**src/rtl/hmse_ram.sv**
```systemverilog
// hmse_ram: generic one-write two-read memory with registered read data
// no dependencies
`default_nettype none

module hmse_ram #(
    parameter int WIDTH = 32,
    parameter int DEPTH = 64
) (
    input  wire logic                     i_clk,
    input  wire logic                     i_we,
    input  wire logic [$clog2(DEPTH)-1:0] i_waddr,
    input  wire logic [WIDTH-1:0]         i_wdata,
    input  wire logic [$clog2(DEPTH)-1:0] i_raddr_a,
    input  wire logic [$clog2(DEPTH)-1:0] i_raddr_b,
    output logic      [WIDTH-1:0]         o_rdata_a,
    output logic      [WIDTH-1:0]         o_rdata_b
);

    logic [WIDTH-1:0] r_mem [DEPTH];
    logic [WIDTH-1:0] r_rdata_a;
    logic [WIDTH-1:0] r_rdata_b;

    always_ff @(posedge i_clk) begin
        if (i_we) begin
            r_mem[i_waddr] <= i_wdata;
        end
        r_rdata_a <= r_mem[i_raddr_a];
        r_rdata_b <= r_mem[i_raddr_b];
    end

    assign o_rdata_a = r_rdata_a;
    assign o_rdata_b = r_rdata_b;

endmodule

`default_nettype wire

```
**config.mk**
```make
export PLATFORM = sky130hd
export DESIGN_NAME = hmse_ram
export DESIGN_NICKNAME = d
export VERILOG_FILES = /design/src/rtl/hmse_ram.sv
export SDC_FILE = /design/constraint.sdc
export NUM_CORES = 2
export LEC_CHECK = 0
export CORE_MARGIN = 8
export CORE_UTILIZATION = 25
export CTS_CLUSTER_SIZE = 28
export DETAILED_ROUTE_END_ITERATION = 10
export DONT_BUFFER_PORTS = 1
export GPL_TIMING_DRIVEN = 0
export PLACE_DENSITY = 0.49
export SYNTH_ARGS = -nofsm -noshare
export SYNTH_HDL_FRONTEND = slang
export SYNTH_SLANG_ARGS = --single-unit
export TNS_END_PERCENT = 100
```
**constraint.sdc**
```tcl
create_clock -name i_clk -period 4.95 [get_ports i_clk]
set_clock_uncertainty 0.1 [all_clocks]
set_input_delay 0.2475 -clock i_clk [delete_from_list [all_inputs] [get_ports i_clk]]
set_output_delay 0.2475 -clock i_clk [all_outputs]
set_load 0.01 [all_outputs]
```
==> impl_metrics.py <==
metrics = {
    "sta": {
        "period_minus_slack_ns": 4.48,
        "setup_viol": 0,
        "tightest_slew_ns": 1.60,
        "slew_headroom_pct": -9.47,
        "hold_viol": 0,
        "min_period_over_period_pct": 90.4,
        "drv_slew": 43,
        "max_freq_mhz": 223,
        "holdWs_ns": 0.0769,
        "grt_setup_unrepaired": "no",
    },
    "clocking": {
        "cts_tree": "done",
        "clk_path_buf_depth": 4,
        "numCtsBuffers": 235,
        "h-tree-depth": 4,
        "post_cts_buffers": 0,
        "cts.clk_slew.worst_paths_ns": 0.07,
        "cts-resized-gates": 0,
        "cts_hold_buffers": 68,
        "insertion_delay_ns": 0.95,
        "cts-root-buf": "clkbuf_16",
        "cts_sinks": 2112,
    },
    "pwr": {
        "comb_power_share_pct": 10.4,
        "p_sw_share_pct": 25.9,
        "ir_drop_mv": 0.333,
        "leakagePower_uw": 0.0350,
        "p_clk_share_pct": 42.0,
        "power.density_nw_per_um2": 367,
        "p_sw_uw": 10900,
        "seqPwrFrac_pct": 47.6,
        "p_int_uw": 31000,
    },
    "worst_setup_path": {
        "cp_max_fo": 12,
        "crit_required_ns": 5.63,
        "endpoint_kind": "flop",
        "critPathKind": "primary input to flop",
        "arrival_ns": 5.16,
        "critPathLaunchType": "primary input",
    },
    "global_route": {
        "grt_antenna_before_repair": 65,
        "grt_usage_pct": 22.1,
        "grt_overflow": 0,
        "use_met2_pct": 33.4,
        "grt_pass1_wl_um": 584000,
        "grt_max_degree": 65,
        "grt-busiest-layer": "met2",
        "grt_util_met3_pct": 7.58,
        "gr-usage-met1_pct": 27.0,
        "grt_pass1_vias": 56900,
    },
    "routing": {
        "postRouteAntennaNets": 0,
        "dr.pass1.iters": 5,
        "route.detailed.drc": 0,
        "drt-initial-drc-count": 10300,
        "wl_um": 459000,
        "detail_route.wl_per_cell_um": 45.4,
        "vias_per_cell": 5.82,
        "dr_total_vias": 58900,
    },
    "yosys": {
        "synth-seq-cells": 2112,
        "synth_seq_area_share_pct": 65.6,
        "synth_edf_count": 2048,
        "yosysWarnings": 0,
        "synthesis.area_um2": 95700,
        "syn-num-nets": 4464,
        "yosysTopAreaCellShare_pct": 64.3,
        "synthCells": 4412,
        "synth_top_cell_by_area": "edfxtp_1",
        "synthFlopType": "edfxtp_1",
        "synthArstFlopShare_pct": 0,
        "syn_avg_cell_area_um2": 21.7,
        "synthTopCellsByArea": "edfxtp_1 (64%), mux4_2 (26%), mux2i_1 (2.1%)",
        "yosysUniqueCellTypes": 38,
    },
    "floorplanning": {
        "initial_core_util_pct": 25.1,
        "die_h_um": 635,
        "rows": 227,
        "ios": 116,
        "coreArea_um2": 382000,
        "die_area_um2": 403000,
        "die_w_um": 635,
    },
    "worst_hold_path": {
        "hp-class": "primary input to flop",
    },
    "job": {
        "max-cap-violations": 10,
    },
    "finish": {
        "nets": 4904,
        "final_area_um2": 114000,
        "area_delta_synth_final_pct": 19.2,
        "drive_gt1_share_pct": 39.2,
    },
    "place": {
        "io_buffers": 0,
        "place.gp.congestion": 0.924,
        "place_area_um2": 105000,
        "dp_hpwl_um": 317000,
    },
    "run_status": {
        "violations": "max-capacitance violations, max-slew violations",
        "status": "finished with violations",
    },
}
## cell type report
type / instances / area [µm²]
Fill cell: 36900 / 268000
Sequential cell: 2112 / 62800
Multi-Input combinational cell: 1952 / 31700
Tap cell: 5038 / 6300
Clock buffer: 303 / 6240
Timing Repair Buffer: 203 / 3940
Buffer: 347 / 1810
Clock inverter: 129 / 1190
Antenna cell: 43 / 108
Inverter: 1 / 3.75
## critical path, stage by stage
cell and delay (ns):
buf_2 0.41, buf_2 0.70, buf_4 0.41, buf_2 0.75, buf_2 0.76, mux2i_1 0.17
mux2i_1 1.03, nor2_1 0.09, o22ai_1 0.51
## layer usage
metal | wire, µm | part of all wire (%)
met5 | 190 | 0.041
met4 | 35500 | 7.7
met3 | 56400 | 12
met2 | 203000 | 44
met1 | 164000 | 36
## cell families (layout without fill, tap and decap cells)
logic type / Yosys count / in the layout / share of synthesized area, %
compound gates: 340 / 340 / 2.39
buf+inv: 348 / 983 / 1.83
flops: 2112 / 2112 / 65.6
mux: 1364 / 1364 / 29.0
other cells: 0 / 43 / 0
simple gates: 248 / 248 / 1.13
## synthesized netlist by cell type (2+ instances only)
library cell,instances
nand2_1,93
o32a_1,9
a22oi_1,85
nor2b_1,19
o21ai_0,18
or2_2,3
o21ai_1,31
buf_1,25
mux2i_1,204
nand2b_1,8
or3_1,2
nand4_1,2
o221ai_1,16
or3b_2,2
a21oi_1,58
o22ai_1,56
clkbuf_1,135
a221oi_1,13
nand3b_1,6
buf_2,121
a211oi_1,15
buf_4,55
dfxtp_1,64
o211ai_1,27
nor3_1,3
a32oi_1,9
and2_1,6
buf_6,11
mux4_2,1124
edfxtp_1,2048
nand3_1,9
nor2_1,94
mux2_2,36
## state kept, by name, indices dropped and copies added, names as in the netlist
signal and flops:
o_rdata_a 32, o_rdata_b 32, r_mem 2048
## power groups by stage
stage               sequential, µW  clock, µW  combinational [µW]
finish                       19900      17600                4340
global route                 19900      18300                4340
CTS                          19900      17800                4240
detailed placement           20300          0                3810
global placement             20300          0                3740
floorplan                    20300          0                1900
## worst paths after layout
path                           startpoint                      to  slack, ns  cells after the start
setup / recovery             i_raddr_a[2]    o_rdata_a[4]$_DFF_P_       0.47                      9
hold / removal                 i_waddr[4]  r_mem[50][6]$_DFFE_PP_       0.08                      3
setup reg to reg  r_mem[23][15]$_DFFE_PP_   o_rdata_b[15]$_DFF_P_       1.54                      4
hold reg to reg    r_mem[2][28]$_DFFE_PP_   o_rdata_a[28]$_DFF_P_       0.98                      5
## cells in the final DEF, fill, tap and decap left out, types with 6 or more instances in the layout
master            n
dfxtp_1          64
o32a_1            9
buf_2           132
mux4_2         1124
a21oi_1          58
and2_1            6
clkbuf_16       237
mux2i_1         203
nand3b_1          6
clkbuf_1        152
mux2_2           36
o21ai_0          18
buf_12           91
buf_6            27
buf_16           56
buf_1            14
clkinv_2         44
clkinv_1         45
nor2b_1          19
a211oi_1         13
a221oi_1          8
nand2_1          93
dlygate4sd3_1    36
o22ai_2           6
clkbuf_2         41
nand2b_1          8
buf_4            58
bufinv_16        18
nor2_1           31
nand3_1           9
nor2_4           62
a22oi_1          85
edfxtp_1       2048
a32oi_1           9
o22ai_1          50
o221ai_1         16
o21ai_1          31
o211ai_1         27
diode_2          43
## through the flow
stage               worst slack, ns  total power (µW)  std cells  setup TNS, ns  utilization [%]
floorplan                      1.41             22200       4412              0                -
global placement              -3.06             24000       9450       -2380.03             26.7
detailed placement           -0.320             24100       9583          -1.14             27.6
CTS                           0.678             41900      10100              0             29.8
finish                        0.473             41900      10100              0             29.9
global route                  0.670             42600      10100              0             29.9
(Power assumes the default switching activity.)
