`src/rtl/hmse_pkg.sv`:
```
// hmse_pkg: shared types, sizes and state codes for the hybrid merge sort engine
// no dependencies; used by hmse_core, hybrid_merge_sort_engine and hmse_chk
`default_nettype none

package hmse_pkg;

    localparam int MAX_KEYS  = 64;
    localparam int KEY_WIDTH = 32;
    localparam int ADDR_W    = $clog2(MAX_KEYS);
    localparam int CNT_W     = $clog2(MAX_KEYS + 1);
    localparam int CUT_W     = 9;
    localparam int RUN_W     = CUT_W;
    localparam int SUM_W     = CUT_W + 1;

    localparam logic [CUT_W-1:0] CUT_RESET = CUT_W'(256);
    localparam logic [CUT_W-1:0] CUT_MIN   = CUT_W'(2);

    typedef logic signed [KEY_WIDTH-1:0] t_key;
    typedef logic [ADDR_W-1:0]           t_addr;
    typedef logic [CNT_W-1:0]            t_cnt;

    typedef struct packed {
        logic  we;
        t_addr waddr;
        t_key  wdata;
        t_addr raddr_a;
        t_addr raddr_b;
    } t_ram_req;

    typedef enum logic [3:0] {
        S_LOAD,
        S_RUN,
        S_IFETCH,
        S_IGET,
        S_ICMP,
        S_IPUT,
        S_MSET,
        S_MSEG,
        S_MRD,
        S_MCMP,
        S_ORD,
        S_OVAL
    } t_state;

endpackage

`default_nettype wire

```
`src/rtl/hmse_core.sv`:
```
// hmse_core: load, insertion runs, bottom-up merge passes and readout sequencer
// with the shared signed key comparator; depends on hmse_pkg
`default_nettype none

module hmse_core (
    input  wire logic                       i_clk,
    input  wire logic                       i_rst_n,
    input  wire logic [hmse_pkg::RUN_W-1:0] i_run_len,
    input  wire logic                       i_in_valid,
    input  wire hmse_pkg::t_key             i_in_key,
    input  wire logic                       i_in_last,
    output logic                            o_in_ready,
    output logic                            o_out_valid,
    input  wire logic                       i_out_ready,
    output hmse_pkg::t_key                  o_out_key,
    output logic                            o_out_last,
    output hmse_pkg::t_ram_req              o_key_req,
    input  wire hmse_pkg::t_key             i_key_rd_a,
    input  wire hmse_pkg::t_key             i_key_rd_b,
    output hmse_pkg::t_ram_req              o_scr_req,
    input  wire hmse_pkg::t_key             i_scr_rd_a,
    input  wire hmse_pkg::t_key             i_scr_rd_b
);

    localparam int CW = hmse_pkg::CNT_W;
    localparam int AW = hmse_pkg::ADDR_W;
    localparam int SW = hmse_pkg::SUM_W;
    localparam int RW = hmse_pkg::RUN_W;

    hmse_pkg::t_state r_state, n_state;
    hmse_pkg::t_cnt   r_count, n_count;
    hmse_pkg::t_cnt   r_lo, n_lo;
    hmse_pkg::t_cnt   r_hi, n_hi;
    hmse_pkg::t_cnt   r_mid, n_mid;
    hmse_pkg::t_cnt   r_i, n_i;
    hmse_pkg::t_cnt   r_j, n_j;
    hmse_pkg::t_cnt   r_a, n_a;
    hmse_pkg::t_cnt   r_b, n_b;
    hmse_pkg::t_cnt   r_k, n_k;
    logic [RW-1:0]    r_w, n_w;
    hmse_pkg::t_key   r_x, n_x;
    logic             r_src_scr, n_src_scr;

    logic [SW-1:0]    sum_run, sum_mid, sum_hi, w2, n_ext;
    hmse_pkg::t_cnt   run_hi, seg_mid, seg_hi, i_inc, j_dec;
    hmse_pkg::t_key   src_a, src_b, cmp_l, cmp_r, mdata;
    logic             less, take_a;
    hmse_pkg::t_ram_req dst_req;

    always_comb begin
        n_ext   = SW'(r_count);
        sum_run = SW'(r_lo) + SW'(i_run_len);
        sum_mid = SW'(r_lo) + SW'(r_w);
        w2      = SW'(r_w) << 1;
        sum_hi  = SW'(r_lo) + w2;
        run_hi  = (sum_run >= n_ext) ? r_count : sum_run[CW-1:0];
        seg_mid = (sum_mid >= n_ext) ? r_count : sum_mid[CW-1:0];
        seg_hi  = (sum_hi >= n_ext) ? r_count : sum_hi[CW-1:0];
        i_inc   = r_i + CW'(1);
        j_dec   = r_j - CW'(1);
        src_a   = r_src_scr ? i_scr_rd_a : i_key_rd_a;
        src_b   = r_src_scr ? i_scr_rd_b : i_key_rd_b;
        // shared comparator, operands follow the phase
        cmp_l   = (r_state == hmse_pkg::S_ICMP) ? r_x : src_a;
        cmp_r   = (r_state == hmse_pkg::S_ICMP) ? i_key_rd_a : src_b;
        less    = cmp_l < cmp_r;
        take_a  = (r_a < r_mid) && ((r_b >= r_hi) || less);
        mdata   = take_a ? src_a : src_b;
    end

    always_ff @(posedge i_clk) begin
        if (!i_rst_n) begin
            r_state   <= hmse_pkg::S_LOAD;
            r_count   <= '0;
        end else begin
            r_state   <= n_state;
            r_count   <= n_count;
        end
        r_lo      <= n_lo;
        r_hi      <= n_hi;
        r_mid     <= n_mid;
        r_i       <= n_i;
        r_j       <= n_j;
        r_a       <= n_a;
        r_b       <= n_b;
        r_k       <= n_k;
        r_w       <= n_w;
        r_x       <= n_x;
        r_src_scr <= n_src_scr;
    end

    always_comb begin
        n_state     = r_state;
        n_count     = r_count;
        n_lo        = r_lo;
        n_hi        = r_hi;
        n_mid       = r_mid;
        n_i         = r_i;
        n_j         = r_j;
        n_a         = r_a;
        n_b         = r_b;
        n_k         = r_k;
        n_w         = r_w;
        n_x         = r_x;
        n_src_scr   = r_src_scr;
        o_key_req   = '0;
        o_scr_req   = '0;
        dst_req     = '0;
        o_in_ready  = 1'b0;
        o_out_valid = 1'b0;
        o_out_last  = 1'b0;
        o_out_key   = src_a;

        unique case (r_state)
            hmse_pkg::S_LOAD: begin
                o_in_ready = 1'b1;
                if (i_in_valid) begin
                    if (r_count < CW'(hmse_pkg::MAX_KEYS)) begin
                        o_key_req.we    = 1'b1;
                        o_key_req.waddr = r_count[AW-1:0];
                        o_key_req.wdata = i_in_key;
                        n_count         = r_count + CW'(1);
                    end
                    if (i_in_last) begin
                        n_lo    = '0;
                        n_state = hmse_pkg::S_RUN;
                    end
                end
            end
            hmse_pkg::S_RUN: begin
                if (r_lo >= r_count) begin
                    n_state = hmse_pkg::S_MSET;
                end else begin
                    n_hi    = run_hi;
                    n_i     = r_lo + CW'(1);
                    n_state = hmse_pkg::S_IFETCH;
                end
            end
            hmse_pkg::S_IFETCH: begin
                if (r_i >= r_hi) begin
                    n_lo    = r_hi;
                    n_state = hmse_pkg::S_RUN;
                end else begin
                    o_key_req.raddr_a = r_i[AW-1:0];
                    n_j               = r_i;
                    n_state           = hmse_pkg::S_IGET;
                end
            end
            hmse_pkg::S_IGET: begin
                n_x               = i_key_rd_a;
                o_key_req.raddr_a = j_dec[AW-1:0];
                n_state           = hmse_pkg::S_ICMP;
            end
            hmse_pkg::S_ICMP: begin
                o_key_req.we    = 1'b1;
                o_key_req.waddr = r_j[AW-1:0];
                if (less) begin
                    o_key_req.wdata = i_key_rd_a;
                    n_j             = j_dec;
                    if (j_dec > r_lo) begin
                        o_key_req.raddr_a = AW'(j_dec - CW'(1));
                    end else begin
                        n_state = hmse_pkg::S_IPUT;
                    end
                end else begin
                    o_key_req.wdata = r_x;
                    n_i             = i_inc;
                    n_state         = hmse_pkg::S_IFETCH;
                end
            end
            hmse_pkg::S_IPUT: begin
                o_key_req.we    = 1'b1;
                o_key_req.waddr = r_j[AW-1:0];
                o_key_req.wdata = r_x;
                n_i             = i_inc;
                n_state         = hmse_pkg::S_IFETCH;
            end
            hmse_pkg::S_MSET: begin
                n_w       = i_run_len;
                n_lo      = '0;
                n_src_scr = 1'b0;
                n_i       = '0;
                if (SW'(i_run_len) >= n_ext) begin
                    n_state = hmse_pkg::S_ORD;
                end else begin
                    n_state = hmse_pkg::S_MSEG;
                end
            end
            hmse_pkg::S_MSEG: begin
                if (r_lo >= r_count) begin
                    n_w       = w2[RW-1:0];
                    n_src_scr = !r_src_scr;
                    n_lo      = '0;
                    n_i       = '0;
                    if (w2 >= n_ext) begin
                        n_state = hmse_pkg::S_ORD;
                    end
                end else begin
                    n_mid   = seg_mid;
                    n_hi    = seg_hi;
                    n_a     = r_lo;
                    n_b     = seg_mid;
                    n_k     = r_lo;
                    n_state = hmse_pkg::S_MRD;
                end
            end
            hmse_pkg::S_MRD: begin
                if (r_src_scr) begin
                    o_scr_req.raddr_a = r_a[AW-1:0];
                    o_scr_req.raddr_b = r_b[AW-1:0];
                end else begin
                    o_key_req.raddr_a = r_a[AW-1:0];
                    o_key_req.raddr_b = r_b[AW-1:0];
                end
                n_state = hmse_pkg::S_MCMP;
            end
            hmse_pkg::S_MCMP: begin
                dst_req.we    = 1'b1;
                dst_req.waddr = r_k[AW-1:0];
                dst_req.wdata = mdata;
                if (r_src_scr) begin
                    o_key_req = dst_req;
                end else begin
                    o_scr_req = dst_req;
                end
                if (take_a) begin
                    n_a = r_a + CW'(1);
                end else begin
                    n_b = r_b + CW'(1);
                end
                n_k = r_k + CW'(1);
                if (r_k + CW'(1) >= r_hi) begin
                    n_lo    = r_hi;
                    n_state = hmse_pkg::S_MSEG;
                end else begin
                    n_state = hmse_pkg::S_MRD;
                end
            end
            hmse_pkg::S_ORD: begin
                o_key_req.raddr_a = r_i[AW-1:0];
                o_scr_req.raddr_a = r_i[AW-1:0];
                n_state           = hmse_pkg::S_OVAL;
            end
            hmse_pkg::S_OVAL: begin
                // hold the read address so the registered read data stays put
                o_key_req.raddr_a = r_i[AW-1:0];
                o_scr_req.raddr_a = r_i[AW-1:0];
                o_out_valid       = 1'b1;
                o_out_last        = (i_inc == r_count);
                if (i_out_ready) begin
                    if (i_inc == r_count) begin
                        n_count = '0;
                        n_state = hmse_pkg::S_LOAD;
                    end else begin
                        n_i     = i_inc;
                        n_state = hmse_pkg::S_ORD;
                    end
                end
            end
            default: begin
                n_state = hmse_pkg::S_LOAD;
            end
        endcase
    end

endmodule

`default_nettype wire

```
`config.mk`:
```
export PLATFORM = sky130hd
export DESIGN_NAME = hmse_core
export DESIGN_NICKNAME = d
export VERILOG_FILES = /design/src/rtl/hmse_pkg.sv /design/src/rtl/hmse_core.sv
export SDC_FILE = /design/constraint.sdc
export NUM_CORES = 1
export LEC_CHECK = 0
export BUFFER_PORTS_ARGS = -buffer_cell sky130_fd_sc_hd__buf_4
export CAP_MARGIN = 15
export CORE_UTILIZATION = 40
export CTS_CLUSTER_DIAMETER = 200
export DETAILED_ROUTE_END_ITERATION = 10
export GPL_ROUTABILITY_DRIVEN = 0
export PLACE_DENSITY = 0.65
export SETUP_SLACK_MARGIN = 0.4
export SLEW_MARGIN = 20
export SYNTH_ARGS = -nofsm -noshare
export SYNTH_HDL_FRONTEND = slang
export SYNTH_SLANG_ARGS = --single-unit
```
`constraint.sdc`:
```
create_clock -name i_clk -period 4.8 [get_ports i_clk]
set_clock_uncertainty 0.1 [all_clocks]
set_input_delay 0.96 -clock i_clk [delete_from_list [all_inputs] [get_ports i_clk]]
set_output_delay 0.96 -clock i_clk [all_outputs]
set_load 0.05 [all_outputs]
```
==> impl_results.md, run 1 <==
* Tcrit/Tclk final at 110.3%
* IO Pins at 311
* Main synth FF type: edfxtp_1
* Largest net degree at the start of global routing at 46
* Die Width at 177.6 um
* Placed instance count at 2303
* Req. time, crit path at 3740 ps
* CP Launch Type: register
* Synth Instances at 1480
* Filler cell count at 2129
* Crit-path cells: buf_12 -> buf_12 -> clkbuf_16 -> buf_4 -> mux2i_1 -> nor2_1 -> a21oi_1 -> ha_1 -> nand4_1 -> nor2_4 -> buf_6 -> o221ai_4 -> buf_6 -> a211oi_4 -> buf_6 -> buf_12 -> a2111oi_0 -> a311oi_1 -> buf_4 -> o31ai_4 -> buf_6
* Initial DRC count at 1853
* Hold crit path type: register to register
* Grt total ovfl at 0
* H-tree Lvls at 3
* Final Hold Vio Count at 0
* Failing checks: setup timing
* Post-DRT Antenna Nets at 0
* Fin area at 0.02065 mm2
* Static leakage at 0.008599 uW
* Final setup violation count at 70
* PortBufs at 310
* Met2 global-route usage at 56.07%
* Worst Setup Path Type: register to primary output
* CP Max Fanout at 8
* Vias in the first global route at 14020
* Via count at 15350
* Placement Cell Area at 0.01762 mm2
* Peak supply drop at 0.2894 mV
* RSZ-0062 raised after global routing: true
* Clk pin slew, worst setup/hold paths at 80 ps
* Drt drc at 0
* Setup TNS at -26720 ps
* Share of the yosys chip area belonging to registers at 25.64%
* FF-to-FF path depth at 12
* Async SR Flop Fraction at 0%
* Slowest cell on the critical path: edfxtp_1
* Nature of the critical path endpoint: primary output
* Layout cells sized above 1 at 46.37%
* DR pass1 iterations at 6
* Cell variety after synth at 65
* Tot GR Track Use at 34.30%
* Slew margin rel. at 17.78%
* Hold path cells at 2
* Max Buffers Root-to-Sink at 2
* Non-Filler Instances at 2390
* Cell area power density at 506.1 mW/mm2
* Root Buffer: clkbuf_16
* Worst path most repeated cell: buf_6
* Sink Count at 109
* Post-synth EDFFs at 98
* Drt total wl at 61440 um
* Synth Register Bits at 109
* CTS tree: done
* Die height at 177.6 um
* CP peak stage delay at 430 ps
* Row count at 63
* Initial antenna violation count at 1
* Vias/cell at 6.423
* Post-CTS Hold Buffers at 0
* Synthesized net count at 1790
* Worst-margin pin slew at 1224 ps
* Worst skew pair latency at 370 ps
* Met3 Usage GRT at 5.891%
* Final Slew Violations at 0
* Tmin final at 5296 ps
* Syn. warnings at 0
* Die ar. at 0.03155 mm2
* Syn avg cell area at 8.336 um2
* Post-synthesis cell area at 0.01234 mm2
* Area growth, synth to finish at 67.38%
* Max-cap viol count at 0
* Final worst slack at -495.6 ps
* Fmax at 188.8 MHz
* Met1 global-route usage at 43.99%
* CTS Buf Count at 9
* Critical Path AT at 4240 ps
* Wire length per cell at 25.71 um
* Busiest layer in global routing: met2
* First-pass GRT wire length at 82190 um
* Net count, final at 2304
* Status: finished with violations
* Effective utilization at floorplan at 41.19%
* Final HPWL from detailed placement at 41750 um
* Core box area at 0.02995 mm2
## Yosys cell counts, drive strengths merged (11+ instances only)
library cell / n / area (um2)
a2111oi: 34 / 297.8
a211oi: 47 / 365.3
a21o: 21 / 157.7
a21oi: 115 / 575.6
a311oi: 34 / 297.8
a31oi: 11 / 68.82
and2: 51 / 319.1
and3: 11 / 68.82
buf: 19 / 82.58
clkbuf: 80 / 300.3
dfxtp: 11 / 220.2
edfxtp: 98 / 2943
ha: 133 / 1664
inv: 86 / 322.8
mux2: 44 / 495.5
mux2i: 36 / 360.4
nand2: 77 / 289.0
nand3: 50 / 250.2
nand4: 15 / 93.84
nor2: 160 / 600.6
nor3: 44 / 220.2
o211ai: 16 / 120.1
o21ai: 50 / 250.2
o22ai: 11 / 68.82
o31ai: 61 / 457.9
xnor2: 44 / 385.4
xor2: 19 / 166.4
## power by group
part / leakage (uW) / switching (uW) / internal, uW
Clock: 0.000136 / 392 / 359
Sequential: 0.000985 / 208 / 1260
Combinational: 0.00748 / 4780 / 3450
## sequential cells by signal (all words and copies together), names as in the netlist
register	flops
r_x	32
r_w	9
r_a	7
r_b	7
r_count	7
r_hi	7
r_i	7
r_j	7
r_k	7
r_lo	7
r_mid	7
r_state	4
r_src_scr	1
## layout by cell type, fill, tap and decap left out, types with 50 or more instances in the layout
| master | n |
|---|---|
| nor2_1 | 112 |
| inv_1 | 86 |
| and2_1 | 51 |
| edfxtp_1 | 98 |
| buf_4 | 456 |
| buf_6 | 67 |
| nand3_1 | 50 |
| nand2_1 | 74 |
| ha_1 | 129 |
| a21oi_1 | 101 |
## metrics by stage
stage | hold slack (ps) | power [uW] | util [%] | setup WS (ps)
finish | 569.4 | 10450 | 68.94 | -495.6
global route | 603.0 | 10920 | 68.93 | -702.5
CTS | 559.8 | 9286 | 63.53 | -319.4
detailed placement | 542.7 | 7860 | 58.82 | -465.8
global placement | 541.8 | 7751 | 58.82 | -458.8
floorplan | 453.4 | 5489 | - | -242.6
## per-layer routing
metal  up-vias  part of all wire [%]
li1       6637                     -
met1      7285                    38
met2      1118                    45
met3       309                    10
met4         2                   6.8
met5         -                 0.021
## kinds of logic after synthesis
kind of cell    synth area share (%)
mux                            6.937
xor+xnor                       4.665
flops                          25.64
buf+inv                        5.720
simple gates                   17.82
fa+ha+maj                      13.98
compound gates                 25.24
## worst max-delay path, delay by kind of cell (launching register included)
kind	cells	cell delay, ps
DFF	1	430
AOI/OAI and AO/OA	6	840
buffers and inverters	10	1620
muxes	1	110
and+or+nand+nor	3	490
adders and majority gates	1	350
## layout make-up
| class | instances | area, um2 | area share, % |
|---|---|---|---|
| Sequential cell | 109 | 3164 | 15.32 |
| Antenna cell | 1 | 2.502 | 0.01212 |
| Multi-Input combinational cell | 1186 | 10690 | 51.77 |
| Clock inverter | 6 | 46.29 | 0.2242 |
| Timing Repair Buffer | 602 | 5707 | 27.64 |
| Tap cell | 390 | 488.0 | 2.363 |
| Inverter | 86 | 322.8 | 1.563 |
| Clock buffer | 10 | 229.0 | 1.109 |
## worst paths after layout
kind | startpoint | end | slack (ps)
worst max-delay path | r_src_scr | o_key_req[39] | -500
worst min-delay path | r_hi[6] | r_lo[6] | 570
worst max register to register | r_lo[0] | r_mid[4] | 690
worst min register to register | r_hi[6] | r_lo[6] | 570
## repair_timing
action,in CTS,in global routing
resized for setup,193,216
gates cloned,4,11
setup endpoints to repair,70,81
pin swaps,32,53
buffers inserted,21,33
Note: power is estimated with default switching activity, not from simulation.
==> run 2, diff against run 1 <==
- BUFFER_PORTS_ARGS: -buffer_cell sky130_fd_sc_hd__buf_4 -> not set
- CORE_UTILIZATION: 40 -> 39
- DONT_BUFFER_PORTS: not set -> 1
- PLACE_DENSITY: 0.65 -> 0.55
- SETUP_SLACK_MARGIN: 0.4 -> not set
==> impl_results.md, run 2 (synthesized netlist as in run 1, its figures left out) <==
* PortBufs at 0 (-100%)
* Final Hold Vio Count at 0 (unchanged)
* Final worst slack at -624.8 ps (-129.1 ps)
* Footprint of the multi-input gates at 0.01035 mm2 (-3.2%)
* Final Slew Violations at 0 (unchanged)
* Nature of the critical path endpoint: primary output
* Placed instance count at 2072 (-10%)
* Clk pin slew, worst setup/hold paths at 90 ps (about the same)
* Commonest non-fill, non-tap cells in the layout: buf_4, ha_1, nor2_1
* Peak supply drop at 0.2868 mV (-0.91%)
* Final HPWL from detailed placement at 39520 um (-5.3%)
* Vias in the first global route at 13470 (-4.0%)
* Status: finished with violations
* Filler cell count at 2537 (+19%)
* Layout cells sized above 1 at 35.85% (-11 points)
* First-pass GRT wire length at 82060 um (-0.16%)
* Final Total Pwr at 10210 uW (-2.3%)
* CP peak stage delay at 530 ps (+100 ps)
* Cell area power density at 547.3 mW/mm2 (+8.2%)
* Tmin final at 5425 ps (+129.1 ps)
* Final setup violation count at 70 (unchanged)
* Fmax at 184.3 MHz (-2.4%)
* Met1 global-route usage at 39.06% (-4.9 points)
* Core box area at 0.03083 mm2 (+2.9%)
* Setup TNS at -35440 ps (-8718 ps)
* Max-cap viol count at 0 (unchanged)
* Drt total wl at 55640 um (-9.4%)
* Slowest cell on the critical path: o31ai_4
* Worst-margin pin slew at 1305 ps (+81.06 ps)
* Final Util at 60.48% (-8.5 points)
* Row count at 64 (+1.6%)
* Busiest layer in global routing: met2
* Wire length per cell at 25.93 um (+0.86%)
* CTS tree: done
* Most flops, register: r_x
* Static leakage at 0.007390 uW (-14%)
* DR pass1 iterations at 11 (+5)
* Sink Count at 109 (unchanged)
* Max reg flops at 32 (unchanged)
* Largest net degree at the start of global routing at 43 (-6.5%)
* Slew margin rel. at 12.80% (-5.0 points)
* Crit-path cells: buf_12 -> buf_6 -> buf_6 -> mux2_4 -> nor2_4 -> a21oi_2 -> ha_1 -> nand4_1 -> o211ai_1 -> o221a_2 -> nor3_2 -> a211oi_4 -> buf_12 -> buf_8 -> a211oi_2 -> buf_4 -> o31ai_4
* RSZ-0062 raised after global routing: true
* Die Width at 179.9 um (+1.3%)
* Worst skew pair latency at 370 ps (about the same)
* Drt drc at 33 (+33)
* Met2 global-route usage at 55.63% (-0.44 points)
* Critical Path AT at 4360 ps (+120 ps)
* Hold crit path type: primary input to register
* Placement Cell Area at 0.01623 mm2 (-7.9%)
* Net count, final at 2054 (-11%)
* Effective utilization at floorplan at 40.02% (-1.2 points)
* Reg area at 0.003163 mm2 (about the same)
* Fin area at 0.01865 mm2 (-9.7%)
* CP Launch Type: register
* Tcrit/Tclk final at 113.0% (+2.7 points)
* Root Buffer: clkbuf_16
* Met3 Usage GRT at 8.286% (+2.4 points)
* Most common cell after layout, fill and taps aside: buf_4
* IO Pins at 311 (unchanged)
* Post-DRT Antenna Nets at 0 (unchanged)
* Die height at 179.9 um (+1.3%)
* H-tree Lvls at 3 (unchanged)
* Initial antenna violation count at 2 (+1)
* Via count at 13730 (-11%)
* Post-CTS Hold Buffers at 0 (unchanged)
* Failing checks: DRC, setup timing
* Largest regs: r_x: 32 flops, r_w: 9 flops
* Non-Filler Instances at 2146 (-10%)
* CP Max Fanout at 8 (unchanged)
* Grt total ovfl at 0 (unchanged)
* Die ar. at 0.03235 mm2 (+2.5%)
* Worst Setup Path Type: register to primary output
* Area growth, synth to finish at 51.14%
* Max Buffers Root-to-Sink at 2 (unchanged)
* Initial DRC count at 1524 (-18%)
* Tot GR Track Use at 32.90% (-1.4 points)
* Req. time, crit path at 3740 ps (about the same)
* Vias/cell at 6.397 (-0.40%)
* CTS Buf Count at 9 (unchanged)
[run 2: cell count changes in the layout (fill, tap and decap cells not counted), moves of 14 or more]
cell | previous run | this run
buf_4 | 456 | 219
buf_12 | 31 | 75
buf_6 | 67 | 36
buf_8 | 31 | 11
a211oi_4 | 28 | 13
a311oi_1 | 5 | 19
[run 2: worst paths after layout]
path              cells past startpoint           start  slack, ps       endpoint
setup / recovery                     17       r_src_scr       -620  o_key_req[28]
hold / removal                        0  i_key_rd_a[27]        580        r_x[27]
setup reg to reg                     16       r_src_scr        400         r_i[4]
hold reg to reg                       2         r_hi[1]        590        r_lo[1]
[run 2: layout make-up]
type | instances | share of cell area, %
diodes | 1 | 0.01342
well taps | 396 | 2.657
clock buffers | 10 | 1.228
flip-flops and latches | 109 | 16.96
repair buffers | 352 | 21.54
multi-input cells | 1186 | 55.52
inverters | 86 | 1.731
clock inverters | 6 | 0.3489
[run 2: timing repair]
item | CTS | global route
pin swaps | 63 | 92
gates resized for setup | 154 | 141
cloned | 12 | 1
setup endpoints to repair | 70 | 77
hold endpoints to repair | 0 | 0
buffers inserted | 42 | 22
[run 2: metal layers]
layer  vias up  part of all wire [%]
met4         2                   5.3
met2       788                    47
met5         -                 0.023
li1       6142                     -
met3       170                    10
met1      6627                    38
[run 2: where the power goes]
| group | switching, uW | total (uW) | leakage (uW) | internal [uW] |
|---|---|---|---|---|
| clock network | 416 | 786 | 0.000144 | 370 |
| logic | 4540 | 7920 | 0.00626 | 3390 |
| registers | 232 | 1500 | 0.000985 | 1260 |
[run 2: worst max-delay path, delay by kind of cell, from the launching register on]
family / cells / cell delay, ps
AO/OA/AOI/OAI: 6 / 1620
buffers and inverters: 6 / 930
flip-flops: 1 / 490
multiplexers: 1 / 320
AND/OR/NAND/NOR: 3 / 310
adder cells (fa/ha/maj): 1 / 310
[run 2: metrics by stage]
| step | hold WS [ps] | setup WS [ps] |
|---|---|---|
| after floorplan | 453.4 | -242.6 |
| after global placement | 562.2 | -523.3 |
| final | 577.4 | -624.8 |
| after CTS | 566.7 | -576.2 |
| after detailed placement | 570.5 | -576.3 |
| after global routing | 558.5 | -777.2 |
==> run 3, diff against run 2 <==
- CORE_MARGIN: not set -> 8
- CORE_UTILIZATION: 39 -> 23
- PLACE_DENSITY: 0.55 -> 0.37
==> impl_results.md, run 3 (synthesized netlist as in run 1, its figures left out) <==
* Largest regs: r_x: 32 flops, r_w: 9 flops
* Hold WS at 543.8 ps (-33.59 ps)
* Comb power frac at 77.9% (+0.3 points)
* Hold crit path type: primary input to register
* Final Slew Violations at 0 (unchanged)
* Max-cap viol count at 0 (unchanged)
* Placement Cell Area at 0.01691 mm2 (+4.1%)
* Row count at 85 (+33%)
* RSZ-0062 raised after global routing: true
* Post-CTS Hold Buffers at 0 (unchanged)
* Status: finished with violations
* Pre-CTS setup slack at -615.8 ps (-39.46 ps)
* Slowest cell on the critical path: edfxtp_1
* Final worst slack at -533.7 ps (+91.08 ps)
* Wire length per cell at 26.67 um (+2.9%)
* Reg-to-reg endpoint: r_hi[6]
* Final Hold Vio Count at 0 (unchanged)
* H-tree Lvls at 3 (unchanged)
* Switching part of the total power at 50.89% (+0.067 points)
* Slew margin rel. at 21.61% (+8.8 points)
* Initial DRC count at 879 (-42%)
* Setup crit end: o_key_req[17]
* IO Pins at 311 (unchanged)
* Die Width at 247.6 um (+38%)
* Most flops, register: r_x
* R2R Setup Slk at 680 ps (+280 ps)
* Net count, final at 2047 (-0.34%)
* CP peak stage delay at 430 ps (-100 ps)
* Tmin final at 5334 ps (-91.09 ps)
* Static leakage at 0.007352 uW (-0.52%)
* Clk pin slew, worst setup/hold paths at 100 ps (about the same)
* Failing checks: setup timing
* Final HPWL from detailed placement at 49110 um (+24%)
* Worst Setup Path Type: register to primary output
* PortBufs at 0 (unchanged)
* Most common cell after layout, fill and taps aside: buf_4
* Layout cells sized above 1 at 35.07% (-0.77 points)
* Cell family with most CP delay: buffers and inverters
* Final Util at 35.26% (-25 points)
* Critical Path AT at 4270 ps (-90 ps)
* Sink Count at 109 (unchanged)
* Met1 global-route usage at 24.72% (-14 points)
* Req. time, crit path at 3740 ps (about the same)
* Tcrit/Tclk final at 111.1% (-1.9 points)
* Busiest layer in global routing: met2
* Post-DRT Antenna Nets at 0 (unchanged)
* Tot GR Track Use at 20.42% (-12 points)
* Fin area at 0.01883 mm2 (+0.97%)
* FF-to-FF path depth at 13 (-3)
* DR pass1 iterations at 7 (-4)
* CP Launch Point: r_src_scr
* Drt drc at 0 (-100%)
* Crit path buf inv count at 10 (+4)
* Clock power frac at 8.2% (+0.5 points)
* Vias in the first global route at 13330 (-1.0%)
* Die ar. at 0.06131 mm2 (+90%)
* Vias/cell at 5.367 (-16%)
* Fmax at 187.5 MHz (+1.7%)
* Internal power at 5104 uW (+1.7%)
* Largest net degree at the start of global routing at 53 (+23%)
* First-pass GRT wire length at 93030 um (+13%)
* Root Buffer: clkbuf_16
* Nature of the critical path endpoint: primary output
* CP Max Fanout at 20 (+12)
* Sw Pwr at 5288 uW (+2.0%)
* Met2 global-route usage at 35.11% (-21 points)
* Cell count along the critical path at 20 (+3)
* Reg-to-reg startpoint: r_lo[0]
* Max Buffers Root-to-Sink at 2 (unchanged)
* Core box area at 0.05339 mm2 (+73%)
* Via count at 13120 (-4.5%)
* Worst skew pair latency at 400 ps (+30 ps)
* Met3 Usage GRT at 5.509% (-2.8 points)
* Grt total ovfl at 0 (unchanged)
* Worst-margin pin slew at 1173 ps (-131.9 ps)
* Area growth, synth to finish at 52.60%
* Initial antenna violation count at 8 (+6)
* Die height at 247.6 um (+38%)
* Peak supply drop at 0.2844 mV (-0.84%)
* Commonest non-fill, non-tap cells in the layout: buf_4, ha_1, nor2_1
* Final setup violation count at 70 (unchanged)
* CTS tree: done
* Max reg flops at 32 (unchanged)
* CP Launch Type: register
* Effective utilization at floorplan at 23.11% (-17 points)
* Share of power burned in registers at 13.9% (-0.8 points)
* Cell area power density at 552.0 mW/mm2 (+0.86%)
* Crit-path cells: buf_6 -> buf_12 -> buf_8 -> mux2i_2 -> nor2_1 -> a21oi_2 -> ha_1 -> buf_12 -> nand4_1 -> buf_4 -> o21a_4 -> buf_4 -> a211oi_4 -> buf_12 -> a2111oi_1 -> buf_4 -> a311oi_2 -> buf_4 -> o31ai_4 -> buf_12
* CTS Buf Count at 9 (unchanged)
* Drt total wl at 65180 um (+17%)
## run 3: worst min-delay path by stage
stage	start	endpoint	slack, ps	depth (start not counted)
3_3_place_gp	r_hi[3]	r_lo[3]	560	2
4_1_cts	i_key_rd_a[24]	r_x[24]	510	0
5_1_grt	i_key_rd_a[26]	r_x[26]	510	0
3_5_place_dp	r_hi[6]	r_lo[6]	560	2
6_report	i_key_rd_a[26]	r_x[26]	540	0
2_1_floorplan	r_count[5]	r_count[5]	450	2
## run 3: area by class of cell
type / instances / area (um2)
Fill cell: 5411 / 34560
Multi-Input combinational cell: 1186 / 10130
Timing Repair Buffer: 345 / 4015
Sequential cell: 109 / 3164
Tap cell: 696 / 870.8
Inverter: 86 / 322.8
Clock buffer: 9 / 225.2
Clock inverter: 7 / 81.33
Antenna cell: 6 / 15.01
## run 3: stage by stage
stage | TNS [ps] | instances | total power, uW
after floorplan | -3209 | 1480 | 5411
after global placement | -24640 | 2392 | 8349
after detailed placement | -26570 | 2392 | 8382
after CTS | -35470 | 2449 | 10130
after global routing | -42920 | 2442 | 11020
final | -29910 | 2444 | 10390
## run 3: layer usage
layer / wire length (um) / vias to the layer above
li1: - / 6144
met1: 26870 / 6437
met2: 31160 / 447
met3: 5253 / 87
met4: 1877 / 2
met5: 13 / -
## run 3: repair_timing
item / CTS / global route
cloned: 11 / 2
gates resized for setup: 136 / 109
setup endpoints to repair: 70 / 70
pin swaps: 28 / 80
hold endpoints to repair: 0 / 0
setup buffers: 32 / 7
## run 3: worst reg2reg max path, delay by kind of cell (launching register included)
kind	cells	cell delay, ps
xor gates and xnor gates	1	170
AOI/OAI and AO/OA	8	2020
and+or+nand+nor	1	100
DFF	1	500
adders and majority gates	3	950
## run 3: power by group through the flow
stage	logic (uW)	registers (uW)	clock network (uW)
finish	8100	1440	853
global placement	6890	1460	0
global route	8650	1460	910
floorplan	4010	1400	0
detailed placement	6920	1460	0
CTS	7810	1440	888
